==> src/hdl/csvt_pkg.sv <==
// Shared types and constants for the CSV record tokenizer.
package csvt_pkg;

  localparam int MAX_FIELDS = 16;
  localparam int BYTE_W     = 8;
  localparam int FIDX_W     = 4;
  localparam int FPR_W      = 5;
  localparam int CFG_IDX_W  = 4;
  localparam int CFG_DATA_W = 8;

  localparam logic [BYTE_W-1:0] CH_QUOTE = 8'h22;
  localparam logic [BYTE_W-1:0] CH_COMMA = 8'h2C;
  localparam logic [BYTE_W-1:0] CH_CR    = 8'h0D;
  localparam logic [BYTE_W-1:0] CH_LF    = 8'h0A;

  localparam logic [CFG_IDX_W-1:0] CFG_FIELDS_PER_RECORD = 4'd0;
  localparam logic [CFG_IDX_W-1:0] CFG_SKIP_HEADER       = 4'd1;

  typedef enum logic [1:0] {
    EV_DATA       = 2'd0,
    EV_FIELD_END  = 2'd1,
    EV_RECORD_END = 2'd2
  } ev_kind_t;

  typedef struct packed {
    logic [FPR_W-1:0] fields_per_record;
    logic             skip_header;
  } cfg_t;

  // Events caused by one byte, in order: lead field end, data byte,
  // a run of field ends lo..hi, then a record end at hi.
  typedef struct packed {
    logic              lead_en;
    logic [FIDX_W-1:0] lead_idx;
    logic              data_en;
    logic [FIDX_W-1:0] data_idx;
    logic [BYTE_W-1:0] data_byte;
    logic              rng_en;
    logic [FIDX_W-1:0] rng_lo;
    logic [FIDX_W-1:0] rng_hi;
    logic              rng_re;
  } desc_t;

  typedef struct packed {
    logic busy;
    logic drain;
  } emit_stat_t;

endpackage

==> src/hdl/csvt_in_if.sv <==
// Byte input channel of the CSV tokenizer.
interface csvt_in_if;
  logic                       valid;
  logic                       ready;
  logic [csvt_pkg::BYTE_W-1:0] data_byte;
  logic                       end_of_data;

  modport source (output valid, data_byte, end_of_data, input ready);
  modport sink (input valid, data_byte, end_of_data, output ready);
endinterface

==> src/hdl/csvt_out_if.sv <==
// Event output channel of the CSV tokenizer.
interface csvt_out_if;
  logic                        valid;
  logic                        ready;
  logic [1:0]                  event_kind;
  logic [csvt_pkg::FIDX_W-1:0] field_index;
  logic [csvt_pkg::BYTE_W-1:0] field_byte;
  logic                        last_of_run;

  modport source (output valid, event_kind, field_index, field_byte, last_of_run,
                  input ready);
  modport sink (input valid, event_kind, field_index, field_byte, last_of_run,
                output ready);
endinterface

==> src/hdl/csvt_cfg_if.sv <==
// Register write channel of the CSV tokenizer.
interface csvt_cfg_if;
  logic                            valid;
  logic                            ready;
  logic [csvt_pkg::CFG_IDX_W-1:0]  index;
  logic [csvt_pkg::CFG_DATA_W-1:0] data;

  modport source (output valid, index, data, input ready);
  modport sink (input valid, index, data, output ready);
endinterface

==> src/hdl/csvt_parser.sv <==
// Parse state machine: decodes one byte into a run descriptor.
module csvt_parser (
  input  logic                        clk,
  input  logic                        rst,
  input  logic                        accept,
  input  logic [csvt_pkg::BYTE_W-1:0] data_byte,
  input  logic                        end_of_data,
  input  csvt_pkg::cfg_t              cfg,
  output csvt_pkg::desc_t             desc
);

  typedef enum logic [7:0] {
    M_STREAM_START = 8'b0000_0001,
    M_HEADER       = 8'b0000_0010,
    M_REC_START    = 8'b0000_0100,
    M_FIELD_START  = 8'b0000_1000,
    M_UNQUOTED     = 8'b0001_0000,
    M_QUOTED       = 8'b0010_0000,
    M_AFTER_QUOTE  = 8'b0100_0000,
    M_SKIP_LINE    = 8'b1000_0000
  } mode_t;

  mode_t                       mode, mode_next, m;
  logic [csvt_pkg::FIDX_W-1:0] fc, fc_next, f, f_max, nlast;
  logic                        done, done_next;
  logic                        is_quote, is_comma, is_cr, is_lf, is_crlf;
  logic                        take_field, at_start;
  csvt_pkg::desc_t             d;

  assign is_quote = data_byte == csvt_pkg::CH_QUOTE;
  assign is_comma = data_byte == csvt_pkg::CH_COMMA;
  assign is_cr    = data_byte == csvt_pkg::CH_CR;
  assign is_lf    = data_byte == csvt_pkg::CH_LF;
  assign is_crlf  = is_cr || is_lf;

  // Index of the record's last field; zero acts as one field.
  always_comb begin
    if (cfg.fields_per_record == '0) begin
      nlast = '0;
    end else if (cfg.fields_per_record > csvt_pkg::FPR_W'(csvt_pkg::MAX_FIELDS)) begin
      nlast = csvt_pkg::FIDX_W'(csvt_pkg::MAX_FIELDS - 1);
    end else begin
      nlast = csvt_pkg::FIDX_W'(cfg.fields_per_record - csvt_pkg::FPR_W'(1));
    end
  end

  always_comb begin
    if (mode == M_STREAM_START) begin
      m = cfg.skip_header ? M_HEADER : M_REC_START;
    end else begin
      m = mode;
    end
    f     = (m == M_REC_START) ? '0 : fc;
    f_max = (f > nlast) ? f : nlast;
  end

  always_comb begin
    d          = '0;
    mode_next  = mode;
    fc_next    = fc;
    done_next  = done;
    take_field = 1'b0;
    at_start   = 1'b0;
    if (!done) begin
      if (data_byte != '0) begin
        mode_next = m;
        case (m)
          M_HEADER, M_SKIP_LINE: begin
            if (is_lf) mode_next = M_REC_START;
          end
          M_REC_START: begin
            // blank lines are skipped
            if (!is_crlf) begin
              fc_next    = '0;
              take_field = 1'b1;
              at_start   = 1'b1;
            end
          end
          M_FIELD_START: begin
            take_field = 1'b1;
            at_start   = 1'b1;
          end
          M_UNQUOTED: begin
            take_field = 1'b1;
          end
          M_QUOTED: begin
            if (is_quote) begin
              mode_next = M_AFTER_QUOTE;
            end else begin
              d.data_en   = 1'b1;
              d.data_idx  = f;
              d.data_byte = data_byte;
            end
          end
          M_AFTER_QUOTE: begin
            if (is_quote) begin
              d.data_en   = 1'b1;
              d.data_idx  = f;
              d.data_byte = csvt_pkg::CH_QUOTE;
              mode_next   = M_QUOTED;
            end else if (is_comma) begin
              take_field = 1'b1;
              at_start   = 1'b1;
            end else if (f >= nlast) begin
              // stray byte closes the last field
              d.rng_en  = 1'b1;
              d.rng_lo  = f;
              d.rng_hi  = f;
              d.rng_re  = 1'b1;
              mode_next = is_lf ? M_REC_START : M_SKIP_LINE;
            end else if (is_crlf) begin
              d.rng_en  = 1'b1;
              d.rng_lo  = f;
              d.rng_hi  = nlast;
              d.rng_re  = 1'b1;
              fc_next   = f + 1'b1;
              mode_next = is_lf ? M_REC_START : M_SKIP_LINE;
            end else begin
              // stray byte ends this field and opens the next one
              d.lead_en   = 1'b1;
              d.lead_idx  = f;
              d.data_en   = 1'b1;
              d.data_idx  = f + 1'b1;
              d.data_byte = data_byte;
              fc_next     = f + 1'b1;
              mode_next   = M_UNQUOTED;
            end
          end
          default: ;
        endcase

        if (take_field) begin
          if (at_start && is_quote) begin
            mode_next = M_QUOTED;
          end else if (is_comma) begin
            d.rng_en = 1'b1;
            d.rng_lo = f;
            d.rng_hi = f;
            if (f >= nlast) begin
              d.rng_re  = 1'b1;
              mode_next = M_SKIP_LINE;
            end else begin
              fc_next   = f + 1'b1;
              mode_next = M_FIELD_START;
            end
          end else if (is_crlf) begin
            d.rng_en  = 1'b1;
            d.rng_lo  = f;
            d.rng_hi  = f_max;
            d.rng_re  = 1'b1;
            mode_next = is_lf ? M_REC_START : M_SKIP_LINE;
          end else begin
            d.data_en   = 1'b1;
            d.data_idx  = f;
            d.data_byte = data_byte;
            mode_next   = M_UNQUOTED;
          end
        end
      end

      // flush: close an open record, then end the stream
      if (data_byte == '0 || end_of_data) begin
        if (mode_next == M_FIELD_START || mode_next == M_UNQUOTED ||
            mode_next == M_QUOTED || mode_next == M_AFTER_QUOTE) begin
          if (!d.rng_en) begin
            d.rng_en = 1'b1;
            d.rng_lo = fc_next;
          end
          d.rng_hi = (fc_next > nlast) ? fc_next : nlast;
          d.rng_re = 1'b1;
        end
        if (mode_next == M_STREAM_START) begin
          mode_next = cfg.skip_header ? M_HEADER : M_REC_START;
        end else if (mode_next != M_HEADER) begin
          mode_next = M_REC_START;
        end
        done_next = 1'b1;
      end
    end
  end

  assign desc = d;

  always_ff @(posedge clk) begin
    if (rst) begin
      mode <= M_STREAM_START;
      fc   <= '0;
      done <= 1'b0;
    end else if (accept) begin
      mode <= mode_next;
      fc   <= fc_next;
      done <= done_next;
    end
  end

endmodule

==> src/hdl/csvt_emitter.sv <==
// Run register and event sequencer: one event beat per cycle while events.ready is high.
module csvt_emitter (
  input  logic                 clk,
  input  logic                 rst,
  input  logic                 load,
  input  csvt_pkg::desc_t      desc,
  output csvt_pkg::emit_stat_t stat,
  csvt_out_if.source           events
);

  logic                        lead_p, data_p, rng_p, re_p;
  logic [csvt_pkg::FIDX_W-1:0] lead_idx, data_idx, cur, hi;
  logic [csvt_pkg::BYTE_W-1:0] data_b;

  logic                        n_lead, n_data, n_rng, n_re;
  csvt_pkg::ev_kind_t          pick_kind;
  logic [csvt_pkg::FIDX_W-1:0] pick_idx;
  logic [csvt_pkg::BYTE_W-1:0] pick_byte;
  logic                        last_pick, busy, step, load_out, rng_pick;

  logic                        ev_valid;
  csvt_pkg::ev_kind_t          ev_kind;
  logic [csvt_pkg::FIDX_W-1:0] ev_idx;
  logic [csvt_pkg::BYTE_W-1:0] ev_byte;
  logic                        ev_last;

  assign busy     = lead_p || data_p || rng_p || re_p;
  assign load_out = !ev_valid || events.ready;
  assign step     = load_out && busy;

  always_comb begin
    n_lead    = lead_p;
    n_data    = data_p;
    n_rng     = rng_p;
    n_re      = re_p;
    rng_pick  = 1'b0;
    pick_kind = csvt_pkg::EV_RECORD_END;
    pick_idx  = hi;
    pick_byte = '0;
    if (lead_p) begin
      pick_kind = csvt_pkg::EV_FIELD_END;
      pick_idx  = lead_idx;
      n_lead    = 1'b0;
    end else if (data_p) begin
      pick_kind = csvt_pkg::EV_DATA;
      pick_idx  = data_idx;
      pick_byte = data_b;
      n_data    = 1'b0;
    end else if (rng_p) begin
      pick_kind = csvt_pkg::EV_FIELD_END;
      pick_idx  = cur;
      rng_pick  = 1'b1;
      n_rng     = cur != hi;
    end else begin
      n_re = 1'b0;
    end
    last_pick = !(n_lead || n_data || n_rng || n_re);
  end

  assign stat.busy  = busy;
  assign stat.drain = step && last_pick;

  always_ff @(posedge clk) begin
    if (rst) begin
      lead_p   <= 1'b0;
      data_p   <= 1'b0;
      rng_p    <= 1'b0;
      re_p     <= 1'b0;
      ev_valid <= 1'b0;
    end else begin
      if (step) begin
        ev_valid <= 1'b1;
      end else if (events.ready) begin
        ev_valid <= 1'b0;
      end
      // a new run only lands once the old one has drained
      if (load) begin
        lead_p <= desc.lead_en;
        data_p <= desc.data_en;
        rng_p  <= desc.rng_en;
        re_p   <= desc.rng_re;
      end else if (step) begin
        lead_p <= n_lead;
        data_p <= n_data;
        rng_p  <= n_rng;
        re_p   <= n_re;
      end
    end
  end

  always_ff @(posedge clk) begin
    if (step) begin
      ev_kind <= pick_kind;
      ev_idx  <= pick_idx;
      ev_byte <= pick_byte;
      ev_last <= last_pick;
    end
    if (load) begin
      lead_idx <= desc.lead_idx;
      data_idx <= desc.data_idx;
      data_b   <= desc.data_byte;
      cur      <= desc.rng_lo;
      hi       <= desc.rng_hi;
    end else if (step && rng_pick && n_rng) begin
      cur <= cur + 1'b1;
    end
  end

  assign events.valid       = ev_valid;
  assign events.event_kind  = ev_kind;
  assign events.field_index = ev_idx;
  assign events.field_byte  = ev_byte;
  assign events.last_of_run = ev_last;

endmodule

==> src/hdl/csv_record_tokenizer_core.sv <==
// Top level of the CSV record tokenizer: registers, parser and event sequencer.
//
//   channel   dir   beat payload
//   bytes     in    data_byte[7:0], end_of_data
//   events    out   event_kind[1:0], field_index[3:0], field_byte[7:0], last_of_run
//   cfg       in    index[3:0] (0 fields_per_record, 1 skip_header), data[7:0]
//
// A byte that causes k events (k at most 18) holds the sequencer until all are out;
// a byte causing zero or one event does not hold the next, so plain text runs at a
// byte per cycle while events.ready is high. Events cross run and output registers.
// Reset is synchronous: fields_per_record 6, skip_header 1, parser at stream start.
// A stalled events channel holds the output register; one further run waits
// in the run register, and bytes.ready drops while that run is not draining.
module csv_record_tokenizer_core (
  input logic        clk,
  input logic        rst,
  csvt_in_if.sink    bytes,
  csvt_out_if.source events,
  csvt_cfg_if.sink   cfg
);

  csvt_pkg::cfg_t       regs;
  csvt_pkg::desc_t      desc;
  csvt_pkg::emit_stat_t stat;
  logic                 in_acc;

  assign cfg.ready   = 1'b1;
  assign bytes.ready = !stat.busy || stat.drain;
  assign in_acc      = bytes.valid && bytes.ready;

  always_ff @(posedge clk) begin
    if (rst) begin
      regs.fields_per_record <= csvt_pkg::FPR_W'(6);
      regs.skip_header       <= 1'b1;
    end else if (cfg.valid) begin
      case (cfg.index)
        csvt_pkg::CFG_FIELDS_PER_RECORD: regs.fields_per_record <= cfg.data[csvt_pkg::FPR_W-1:0];
        csvt_pkg::CFG_SKIP_HEADER:       regs.skip_header       <= cfg.data[0];
        default: ;
      endcase
    end
  end

  csvt_parser u_parser (
    .clk         (clk),
    .rst         (rst),
    .accept      (in_acc),
    .data_byte   (bytes.data_byte),
    .end_of_data (bytes.end_of_data),
    .cfg         (regs),
    .desc        (desc)
  );

  csvt_emitter u_emitter (
    .clk    (clk),
    .rst    (rst),
    .load   (in_acc),
    .desc   (desc),
    .stat   (stat),
    .events (events)
  );

  // last delivered event, for the ordering checks
  logic                        out_acc;
  logic [1:0]                  prev_kind;
  logic [csvt_pkg::FIDX_W-1:0] prev_idx;
  logic                        prev_last;

  assign out_acc = events.valid && events.ready;

  always_ff @(posedge clk) begin
    if (rst) begin
      prev_kind <= csvt_pkg::EV_RECORD_END;
      prev_idx  <= '0;
      prev_last <= 1'b1;
    end else if (out_acc) begin
      prev_kind <= events.event_kind;
      prev_idx  <= events.field_index;
      prev_last <= events.last_of_run;
    end
  end

  a_re_after_fe: assert property (@(posedge clk) disable iff (rst)
    out_acc && events.event_kind == csvt_pkg::EV_RECORD_END |->
      prev_kind == csvt_pkg::EV_FIELD_END && prev_idx == events.field_index)
    else $error("record end not preceded by its field end");

  a_fe_consecutive: assert property (@(posedge clk) disable iff (rst)
    out_acc && events.event_kind == csvt_pkg::EV_FIELD_END &&
      prev_kind == csvt_pkg::EV_FIELD_END && !prev_last |->
      events.field_index == prev_idx + 1'b1)
    else $error("field ends within a run skip an index");

  a_data_nonzero: assert property (@(posedge clk) disable iff (rst)
    events.valid && events.event_kind == csvt_pkg::EV_DATA |-> events.field_byte != '0)
    else $error("zero byte delivered as field data");

  a_ctrl_zero_byte: assert property (@(posedge clk) disable iff (rst)
    events.valid && events.event_kind != csvt_pkg::EV_DATA |-> events.field_byte == '0)
    else $error("field or record end carries a byte");

endmodule

==> src/flat_wrapper.sv <==
// flat-port wrapper written by rule: the top's interface ports become plain ports
module csv_record_tokenizer_core_flat 
  (clk, rst, bytes_valid, bytes_data_byte, bytes_end_of_data, bytes_ready, events_valid, events_event_kind, events_field_index, events_field_byte, events_last_of_run, events_ready, cfg_valid, cfg_index, cfg_data, cfg_ready);
  csvt_in_if bytes_i ();
  csvt_out_if events_i ();
  csvt_cfg_if cfg_i ();
  input logic clk;
  input logic rst;
  input wire logic [$bits(bytes_i.valid)-1:0] bytes_valid;
  input wire logic [$bits(bytes_i.data_byte)-1:0] bytes_data_byte;
  input wire logic [$bits(bytes_i.end_of_data)-1:0] bytes_end_of_data;
  output wire logic [$bits(bytes_i.ready)-1:0] bytes_ready;
  output wire logic [$bits(events_i.valid)-1:0] events_valid;
  output wire logic [$bits(events_i.event_kind)-1:0] events_event_kind;
  output wire logic [$bits(events_i.field_index)-1:0] events_field_index;
  output wire logic [$bits(events_i.field_byte)-1:0] events_field_byte;
  output wire logic [$bits(events_i.last_of_run)-1:0] events_last_of_run;
  input wire logic [$bits(events_i.ready)-1:0] events_ready;
  input wire logic [$bits(cfg_i.valid)-1:0] cfg_valid;
  input wire logic [$bits(cfg_i.index)-1:0] cfg_index;
  input wire logic [$bits(cfg_i.data)-1:0] cfg_data;
  output wire logic [$bits(cfg_i.ready)-1:0] cfg_ready;
  assign bytes_i.valid = bytes_valid;
  assign bytes_i.data_byte = bytes_data_byte;
  assign bytes_i.end_of_data = bytes_end_of_data;
  assign bytes_ready = bytes_i.ready;
  assign events_valid = events_i.valid;
  assign events_event_kind = events_i.event_kind;
  assign events_field_index = events_i.field_index;
  assign events_field_byte = events_i.field_byte;
  assign events_last_of_run = events_i.last_of_run;
  assign events_i.ready = events_ready;
  assign cfg_i.valid = cfg_valid;
  assign cfg_i.index = cfg_index;
  assign cfg_i.data = cfg_data;
  assign cfg_ready = cfg_i.ready;
  csv_record_tokenizer_core u_core (.clk(clk), .rst(rst), .bytes(bytes_i), .events(events_i), .cfg(cfg_i));
endmodule
==> config.mk <==
export PLATFORM = sky130hd
export DESIGN_NAME = csv_record_tokenizer_core_flat
export DESIGN_NICKNAME = d
export VERILOG_FILES = /design/src/hdl/csvt_pkg.sv /design/src/hdl/csvt_in_if.sv /design/src/hdl/csvt_out_if.sv /design/src/hdl/csvt_cfg_if.sv /design/src/hdl/csvt_parser.sv /design/src/hdl/csvt_emitter.sv /design/src/hdl/csv_record_tokenizer_core.sv /design/src/flat_wrapper.sv
export SDC_FILE = /design/constraint.sdc
export NUM_CORES = 1
export LEC_CHECK = 0
export ABC_AREA = 0
export BUFFER_PORTS_ARGS = -buffer_cell sky130_fd_sc_hd__buf_2
export CAP_MARGIN = 20
export CORE_UTILIZATION = 54
export CTS_CLUSTER_SIZE = 25
export DETAILED_ROUTE_END_ITERATION = 7
export GPL_ROUTABILITY_DRIVEN = 0
export GPL_TIMING_DRIVEN = 0
export PLACE_DENSITY = 0.82
export SLEW_MARGIN = 20
export SYNTH_ARGS = -nofsm -noshare
export SYNTH_HDL_FRONTEND = slang
export SYNTH_SLANG_ARGS = --single-unit
==> constraint.sdc <==
create_clock -name clk -period 4.6 [get_ports clk]
set_clock_uncertainty 0.05 [all_clocks]
set_input_delay 0.46 -clock clk [delete_from_list [all_inputs] [get_ports clk]]
set_output_delay 0.46 -clock clk [all_outputs]
set_load 0.01 [all_outputs]
Word level (Yosys, flattened, before mapping) --
Cells that the tools add are included. Widths: inputs -> output; s select.
Cells by class: $add $sub $neg 3, mux-type cells 98, reductions and logical operators 35, bitwise operators 2, equality and inequality tests 20, order comparisons 4
Operator list (number):
- $mux 8 | 17
- $mux 28 | 4
- $mux 4 | 21
- $mux 10 | 8
- $mux 13 | 4
- $mux 23 | 2
- $mux 18 | 2
- $eq 8x4->1 const B | 4
- $eq 8x6->1 const B | 4
- $mux 1 | 31
- $pmux 13 s2 | 1
- $pmux 8 s3 | 1
- $eq 8x1->1 const B | 2
- $eq 8x5->1 const B | 2
- $eq 8x7->1 const B | 2
- $logic_or 1x1->1 | 12
- $mux 5 | 2
- $add 4x1->4 const B | 2
- $eq 8x2->1 const B | 1
- $eq 8x3->1 const B | 1
- $eq 8x8->1 const B | 1
- $gt 4x4->1 | 2
- $logic_not 8->1 | 1
- $ne 8x2->1 const B | 1
- other kinds (18) | 34
Storage, ports and cells: input bits 26, register bits 63, output and inout port bits 18, word-level logic and storage cells 182

Longest topological paths before layout --
Gate-level depths: netlist of the first run.
word-level depth 21, depth in mapped cells 28, mapped depth without buffers 25

Cells and area by module --
From an unflattened synthesis of the first run, not the netlist that was laid out.
Second synthesis, totals: cell total of the unflattened synthesis 492, area, all modules 4365.4 µm²
Modules (own cells, without submodules):
- csvt_parser | area an instance 2293.4 µm², instances 1, cells an instance 338
- csvt_emitter | area an instance 1761.7 µm², instances 1, cells an instance 123
- csv_record_tokenizer_core | area an instance 310.3 µm², instances 1, cells an instance 31

Worst setup path before layout of the first run --
No wires, ideal clock.
kind register -> register, from register u_core.u_parser.mode[3], to register u_core.u_emitter.hi[3] (netlist bit), data pin, path slack -0.255 ns, stages on the path, launching flop included 25, arrival 4.544 ns, data required time 4.289 ns, setup time 0.261 ns, path through dfxtp_1 -> buf_1 -> nor3_1 -> nand3_1 -> clkbuf_1 -> and2_1 -> clkbuf_1 -> inv_1 -> ha_1 -> nand4_1 -> nand2b_1 -> or2_2 -> buf_1 -> a221oi_2 -> o21ai_1 -> a21oi_1 -> inv_1 -> ha_1 -> nor2b_1 -> o21ai_0 -> nand2b_1 -> a21oi_1 -> a41o_1 -> nor2b_1 -> o311a_1
Between the ends: longest elaborated chain between the ends 19, elaborated cells between the ends (all ways) 66
RTL lines:
- start: declaration | RTL line csvt_parser.sv:23 | mode_t mode, mode_next, m;
- start signal: assignment | RTL line csvt_parser.sv:190 | mode <= mode_next;
- $eq 8x1->1 | RTL line csvt_parser.sv:48 | if (mode == M_STREAM_START) begin
- $mux 8 | RTL line csvt_parser.sv:48
- $eq 8x3->1 | RTL line csvt_parser.sv:53, csvt_parser.sv:67
- $mux 4 | RTL line csvt_parser.sv:53 | f = (m == M_REC_START) ? '0 : fc;
- $add 4x1->4 or $ge 4x4->1 (tied branches)
- $mux 4 | RTL line csvt_parser.sv:104 | end else if (f >= nlast) begin
- $mux 4 | RTL line csvt_parser.sv:101 | end else if (is_comma) begin
- $mux 4 | RTL line csvt_parser.sv:96 | if (is_quote) begin
- (+3 left out)
- $mux 4 | RTL line csvt_parser.sv:133 | if (at_start && is_quote) begin
- $mux 4 | RTL line csvt_parser.sv:132 | if (take_field) begin
- $mux 4 | RTL line csvt_parser.sv:65 | if (data_byte != '0) begin
- $mux 4 | RTL line csvt_parser.sv:64 | if (!done) begin
- $gt 4x4->1 | RTL line csvt_parser.sv:169 | d.rng_hi = (fc_next > nlast) ? fc_next : nlast;
- $mux 4 | RTL line csvt_parser.sv:169
- $mux 10 | RTL line csvt_parser.sv:163 | if (mode_next == M_FIELD_START || mode_next == M_UNQUOTED ||
- $mux 10 (*) | RTL line csvt_parser.sv:162 | if (data_byte == '0 || end_of_data) begin
- end signal: assignment | RTL line csvt_emitter.sv:103 | hi <= desc.rng_hi;
- end: declaration | RTL line csvt_emitter.sv:12 | logic [csvt_pkg::FIDX_W-1:0] lead_idx, data_idx, cur, hi;
Mark *: on every way between the ends. The rest lies on a longest branch, timed or not. The select of a mux whose other input is x is not followed. A chain may end at the register's enable or synchronous reset.

Worst setup path in the final report of the first run --
from register u_core.u_parser.mode[3], to register u_core.u_emitter.hi[2] (netlist bit), data pin
The elaborated chain is that of the path after synthesis.

==> summary.txt, run 1 <==
Outcome
  • Status: complete, no violations

Clock network
  • Clk sink count: 63
  • CTS tree: built
  • Htree depth: 3
  • CTS Buf Count: 9
  • Clock buffer depth: 2
  • Clock latency on the worst-skew pair: 0.35 ns
  • Clock Pin Slew Worst Setup and Hold Paths: 0.08 ns
  • Clk root buf: clkbuf_8

Placed design
  • Buffers on Ports: 36
  • Post-place setup slack: -0.8429 ns
  • DP Wirelength: 8680 µm
  • Dpl cell area: 4765 µm²
  • Placed Cells: 641

Setup path
  • Arr. time, crit path: about 4.7 ns
  • WP data required: approximately 4.7 ns
  • Crit-path max FO: 10
  • Crit path launch type: flop
  • Setup CP Type: reg2reg
  • Element type at the critical path end: flop

STA
  • Hold_ws: between 0.2 and 0.3 ns
  • Period utilization: approximately 100%
  • Final Hold Viols: 0
  • Final Max Tran Viols: 0
  • Fin crit period: 4.592 ns
  • Slew HR: 39.43%
  • Setup violations, final: 0
  • Max Freq: about 0.22 GHz
  • Worst Tran Pin Value: between 0.8 and 0.9 ns
  • Setup ws final: 0.007781 ns
  • Setup TNS: 0 ns

Power and ir drop
  • Int Pwr: approximately 1.0 mW
  • Total power draw: around 1.5 mW
  • Switch share: 30.77%
  • Psw: 466.5 µW
  • Worst VDD drop: 0.1742 mV
  • Logic pwr share: 21.8%
  • P per Cell Area: 282.9 nW/µm²
  • Pleak: about 2.1 nW
  • Clock network power share: 32.0%
  • Register share of total power: 46.2%

Global route
  • Total track usage: 29.18%
  • Antenna violations before repair: 0
  • Global-route wire length before repair: 19770 µm
  • Total grt overflow: 0
  • Via count of the first global-routing pass: 4135
  • Pin count of the biggest net entering global routing: 24

Cells and area
  • Most frequent cells in the layout: nor2_1 (55), edfxtp_1 (39), buf_2 (38)
  • Fin nets: 607
  • Util after Layout: 68.27%
  • # diodes: 0
  • Final cell count without fillers: 677
  • Fill cells: between 600 and 700
  • Layout cells sized above 1: about a quarter
  • Post-Layout Inst Area: between 5000 and 6000 µm²
  • Layout overhead on the synthesized area: 20.65%
  • Commonest non-fill, non-tap cell in the layout: nor2_1

Run
  • Number of max-cap violations: 0

Detailed routing
  • Vias per inst: 6.650
  • 1st-pass router iterations: 8
  • DR WL/cell: 18.83 µm
  • Residual DRC count: 0
  • Total wire length: approximately 13000 µm
  • Iter 0 DRT Violations: 508
  • Routed Antenna Nets: 0
  • Routed via count: 4502

Synth
  • Cell Area, Synth: 4441 µm²
  • Synth cell types: 80
  • Seq/Total Area, Yosys: between 30 and 40%
  • EDFF count, synth: 39
  • Syn. warnings: 0
  • Avg Cell Area, Syn: 8.828 µm²
  • Top_reg_cell synth: edfxtp_1
  • Mapped Cells: 503
  • Synth Register Bits: 63
  • Asr flop ratio synth: 0%
  • Syn nets: 540

Floorplan
  • Die area: 8590 µm²
  • Placeable core area: 7848 µm²
  • Starting Density: a little under three fifths
  • Die Wd: roughly 93 µm
  • Row count: 32
  • Ports: between 40 and 50
  • Die Y: 92.68 µm

Worst hold path
  • Min-Delay Path Class: in2reg
## logic make-up after synthesis
| group | count (synthesis) | share of synthesized area, % |
|---|---|---|
| AO/OA/AOI/OAI | 153 | 25.59 |
| XOR/XNOR | 7 | 1.381 |
| adder cells (fa/ha/maj) | 11 | 3.099 |
| buffers and inverters | 43 | 4.170 |
| flip-flops | 63 | 37.19 |
| multiplexers | 16 | 3.747 |
| other | 1 | 0.08445 |
| AND/OR/NAND/NOR | 209 | 24.74 |
## flip-flops by register name, summed over array words and instances (netlist names), 2 cells and up
signal,cells
u_core.u_emitter.data_b,8
u_core.u_emitter.events.field_byte,8
u_core.u_parser.mode,8
u_core.regs,6
u_core.u_emitter.cur,4
u_core.u_emitter.data_idx,4
u_core.u_emitter.events.field_index,4
u_core.u_emitter.hi,4
u_core.u_emitter.lead_idx,4
u_core.u_parser.fc,4
u_core.u_emitter.events.event_kind,2
## layout make-up
type | instances | area [µm²] | share of cell area [%]
Buffer | 20 | 122.6 | 2.289
Clock buffer | 9 | 123.9 | 2.312
Clock inverter | 7 | 72.57 | 1.355
Inverter | 17 | 63.81 | 1.191
Multi-Input combinational cell | 397 | 2804 | 52.34
Sequential cell | 63 | 1668 | 31.13
Tap cell | 102 | 127.6 | 2.382
Timing Repair Buffer | 62 | 375.4 | 7.006
## routing by layer
layer  vias to the layer above  track usage, %  share of wire (%)  wire [µm]
li1                       2030               -                  -          -
met1                      2130           36.65                 39       5007
met2                       271           48.33                 48       6095
met3                        71           6.979                8.2       1040
met4                         0           11.54                4.7        600
met5                         -               0                  0          0
## worst max-delay path, stage by stage (launching register included)
cell and delay, ns:
dfxtp_4 0.36, buf_6 0.15, nor3_4 0.26, nand3_2 0.13
buf_8 0.17, nand2_4 0.08, inv_2 0.07, ha_1 0.32
nand2b_1 0.15, a21oi_4 0.10, or2_4 0.29, a221oi_4 0.33
o21ai_4 0.14, a21oi_2 0.21, inv_1 0.09, ha_4 0.27
nor2b_2 0.15, o21ai_1 0.07, nand2b_1 0.08, a21oi_1 0.07
a41o_2 0.28, a21oi_1 0.13, a32oi_1 0.14, mux2i_1 0.19
nor2_1 0.05
## final timing paths
check	start	endpoint	slack (ns)	depth (start not counted)
worst max-delay path	u_core.u_parser.mode[3]	u_core.u_emitter.hi[2]	0.008	24
worst min-delay path	rst	u_core.u_parser.mode[2]	0.28	2
worst max register to register	u_core.u_parser.mode[3]	u_core.u_emitter.hi[2]	0.008	24
worst min register to register	u_core.u_emitter.data_b[5]	u_core.u_emitter.events.field_byte[5]	0.46	1
## Yosys cell counts, types with 5 or more instances
cell      count  share of area, %
a21oi_1      30               3.4
nand3_1      19               2.1
o22ai_1       6              0.85
o31ai_1       7               1.2
mux2i_1      14               3.2
o21ai_0      26               2.9
nor3_1        9               1.0
dfxtp_1      24                11
ha_1         11               3.1
nand2_1      38               3.2
nor4b_1       9               1.8
nor2b_1      16               2.3
a21o_1        7               1.2
o21a_1        5              0.85
edfxtp_1     39                26
inv_1        17               1.4
a22oi_1      10               1.7
nor2_1       58               4.9
o211ai_1      6               1.0
xnor2_1       6               1.2
nand2b_1      6              0.85
clkbuf_1     16               1.4
and2_1       19               2.7
nor3b_1       7               1.2
## what timing repair did
| item | in CTS | in global routing |
|---|---|---|
| endpoints found under the hold margin | 0 | 0 |
| pin swaps | 4 | 10 |
| setup buffers | 7 | 19 |
| hold buffers | 0 | 0 |
| gates resized for setup | 25 | 35 |
| endpoints found under the setup margin | 4 | 4 |
## power by group through the flow
stage	sequential [mW]	combinational [mW]	clock (mW)
3_5_place_dp	0.706	0.299	0
3_3_place_gp	0.703	0.289	0
2_1_floorplan	0.709	0.205	0
4_1_cts	0.697	0.303	0.491
5_1_grt	0.707	0.357	0.515
6_report	0.701	0.330	0.485
Note: power is estimated with default switching activity, not from simulation.
==> inputs of run 2 (changes only) <==
Settings changed: PLACE_DENSITY 0.82 to 0.83.
==> run 2 against run 1 <==
Compared with the run above: clock-buffer cell count is 1 higher; first-iteration DRC count is 26% higher; sequential power barely moved; critical endpoint is now u_core.u_emitter.hi[1]; largest power group unchanged.
==> summary.txt, run 2 (synthesized netlist as in run 1, its figures left out) <==
Outcome
  • Status: complete, no violations

Floorplan
  • Placeable core area: 7848 µm² (unchanged)
  • Die Y: 92.68 µm (unchanged)
  • Die area: 8590 µm² (unchanged)
  • Die Wd: 92.68 µm (unchanged)
  • Starting Density: 56.58% (unchanged)
  • Ports: 44 (unchanged)
  • Row count: 32 (unchanged)

Detailed routing
  • Routed via count: 4417 (-1.9%)
  • Vias per inst: 6.583 (-1.0%)
  • Residual DRC count: 0 (unchanged)
  • Routed Antenna Nets: 0 (unchanged)
  • 1st-pass router iterations: 6 (-2)
  • Total wire length: 12490 µm (-2.0%)
  • DR WL/cell: 18.61 µm (-1.1%)
  • Iter 0 DRT Violations: 642 (+26%)

Global route
  • Total track usage: 28.90% (-0.28 points)
  • Antenna violations before repair: 0 (unchanged)
  • Global-route wire length before repair: 19480 µm (-1.5%)
  • Total grt overflow: 0 (unchanged)
  • Pin count of the biggest net entering global routing: 24 (unchanged)
  • Via count of the first global-routing pass: 3999 (-3.3%)

Setup path
  • R2R depth: 21 (-13%)
  • CP Buf/Inv Count: 3 (-1)
  • Crit path launch type: flop
  • Delay-heaviest family, CP: simple AND/OR/NAND/NOR gates
  • Arr. time, crit path: 4.57 ns (-0.08 ns)
  • Element type at the critical path end: flop
  • RR Endpoint: u_core.u_emitter.hi[1]
  • WP data required: 4.65 ns (about the same)
  • Reg2reg start: u_core.u_parser.mode[1]
  • Slowest cell on crit path: dfxtp_1
  • Setup CP Type: reg2reg
  • Crit-path max FO: 11 (+1)
  • Crit-path cells: nor3_4 -> nand3_2 -> buf_8 -> and2_4 -> inv_4 -> ha_1 -> nand4_1 -> nand2b_1 -> or2_4 -> a221oi_4 -> mux2i_2 -> o22ai_2 -> ha_1 -> nor2b_1 -> o21ai_0 -> nand2b_1 -> a21oi_1 -> a41o_2 -> buf_4 -> mux2i_1 -> o211a_1
  • R2r setup slk: 0.09 ns (+0.08 ns)
  • Crit path largest cell delay: 0.45 ns (+0.09 ns)

Clock network
  • Hold-fix buffers, CTS: 0 (unchanged)
  • Clk sink count: 63 (unchanged)
  • Clock buffer depth: 2 (unchanged)
  • Clk root buf: clkbuf_8
  • Htree depth: 3 (unchanged)
  • Clock latency on the worst-skew pair: 0.36 ns (about the same)
  • Clock Pin Slew Worst Setup and Hold Paths: 0.08 ns (about the same)
  • CTS tree: built
  • CTS Buf Count: 9 (unchanged)

Placed design
  • Buffers on Ports: 36 (unchanged)
  • DP Wirelength: 8647 µm (-0.39%)

STA
  • Hold_ws: 0.2628 ns (-0.01631 ns)
  • Final Hold Viols: 0 (unchanged)
  • Max Freq: 0.2216 GHz (+1.8%)
  • Fin crit period: 4.512 ns (-0.08002 ns)
  • Setup violations, final: 0 (unchanged)
  • Final Max Tran Viols: 0 (unchanged)
  • Worst Tran Pin Value: 0.8821 ns (-0.01467 ns)
  • Slew HR: 40.42% (+0.99 points)
  • Period utilization: 98.09% (-1.7 points)

Power and ir drop
  • P per Cell Area: 278.2 nW/µm² (-1.7%)
  • Logic pwr share: 22.6% (+0.8 points)
  • Pleak: 2.029 nW (-1.8%)
  • Psw: 473.5 µW (+1.5%)
  • Switch share: 32.25% (+1.5 points)
  • Worst VDD drop: 0.2128 mV (+22%)
  • Int Pwr: 994.4 µW (-5.2%)
  • Register share of total power: 47.6% (+1.4 points)
  • Total power draw: 1.468 mW (-3.2%)
  • Clock network power share: 29.8% (-2.2 points)

Worst hold path
  • Hold_sp: cfg_data[2]
  • Worst Hold Path EP: u_core.regs[3]
  • Min-Delay Path Class: in2reg
  • Hold depth: 3 (+1)

Cells and area
  • Layout cells sized above 1: 24.43% (-1.5 points)
  • Layout overhead on the synthesized area: 18.82%
  • Commonest non-fill, non-tap cell in the layout: nor2_1
  • Most frequent cells in the layout: nor2_1 (55), edfxtp_1 (39), buf_2 (38)
  • Fin nets: 601 (-0.99%)
  • # diodes: 0 (unchanged)

Run
  • Number of max-cap violations: 0 (unchanged)
==> run 2: cell count changes in the layout (fill, tap and decap cells not counted), sizes merged <==
| cell | before | now |
|---|---|---|
| buf | 71 | 64 |
| clkbuf | 20 | 22 |
| bufinv | 1 | 0 |
| clkinvlp | 2 | 3 |
| inv | 18 | 17 |
==> run 2: power groups by stage <==
stage	Sequential [mW]	Clock, mW	Combinational, mW
global placement	0.703	0	0.289
CTS	0.697	0.433	0.301
finish	0.699	0.437	0.332
floorplan	0.709	0	0.205
detailed placement	0.705	0	0.299
global route	0.705	0.464	0.359
==> run 2: final cells by class <==
class                   count  area, µm²
fillers                   644       2571
multi-input cells         397       2784
clock inverters             6      37.54
plain buffers              20      122.6
flip-flops and latches     63       1663
inverters                  17      66.31
clock buffers              10      127.6
well taps                 102      127.6
repair buffers             56      347.8
==> run 2: worst max path at each step <==
stage	startpoint	endpoint	slack [ns]	depth (start not counted)
after floorplan	u_core.u_parser.mode[5]	u_core.u_emitter.hi[3]	0.02	24
after global placement	u_core.u_parser.mode[1]	u_core.u_emitter.hi[3]	-0.69	24
after detailed placement	u_core.u_parser.mode[1]	u_core.u_emitter.hi[3]	-0.87	24
after CTS	u_core.u_parser.mode[0]	u_core.u_emitter.hi[2]	0.02	25
after global routing	u_core.regs[2]	u_core.u_emitter.hi[1]	-0.12	22
final	u_core.u_parser.mode[1]	u_core.u_emitter.hi[1]	0.09	21
==> run 2: worst min-delay path: cells and delay by family <==
kind / cells / cell delay, ns
buf+inv: 1 / 0.07
mux: 1 / 0.05
simple gates: 1 / 0.06
==> run 2: what timing repair did <==
action,in CTS,in global routing
gates resized for setup,24,31
gates cloned,0,1
endpoints found under the setup margin,5,4
pin swaps,3,6
setup buffers,6,13
==> run 2: stage by stage <==
stage	TNS [ns]	utilization [%]	instance area (µm²)	std cells	worst slack [ns]
after floorplan	0	-	4457	503	0.01991
after global placement	-2.648	60.71	4765	641	-0.6864
after detailed placement	-3.393	60.71	4765	641	-0.8703
after CTS	0	64.13	5032	658	0.01623
after global routing	-0.2972	67.24	5276	671	-0.1155
final	0	67.24	5276	671	0.08780
==> run 2: per-layer routing <==
| layer | wire, µm | part of all wire [%] | global-route usage, % | up-vias |
|---|---|---|---|---|
| li1 | - | - | - | 2008 |
| met1 | 5059 | 41 | 38.72 | 2056 |
| met2 | 5834 | 47 | 45.56 | 302 |
| met3 | 1193 | 9.6 | 5.255 | 51 |
| met4 | 400 | 3.2 | 12.82 | 0 |
| met5 | 0 | 0 | 0 | - |
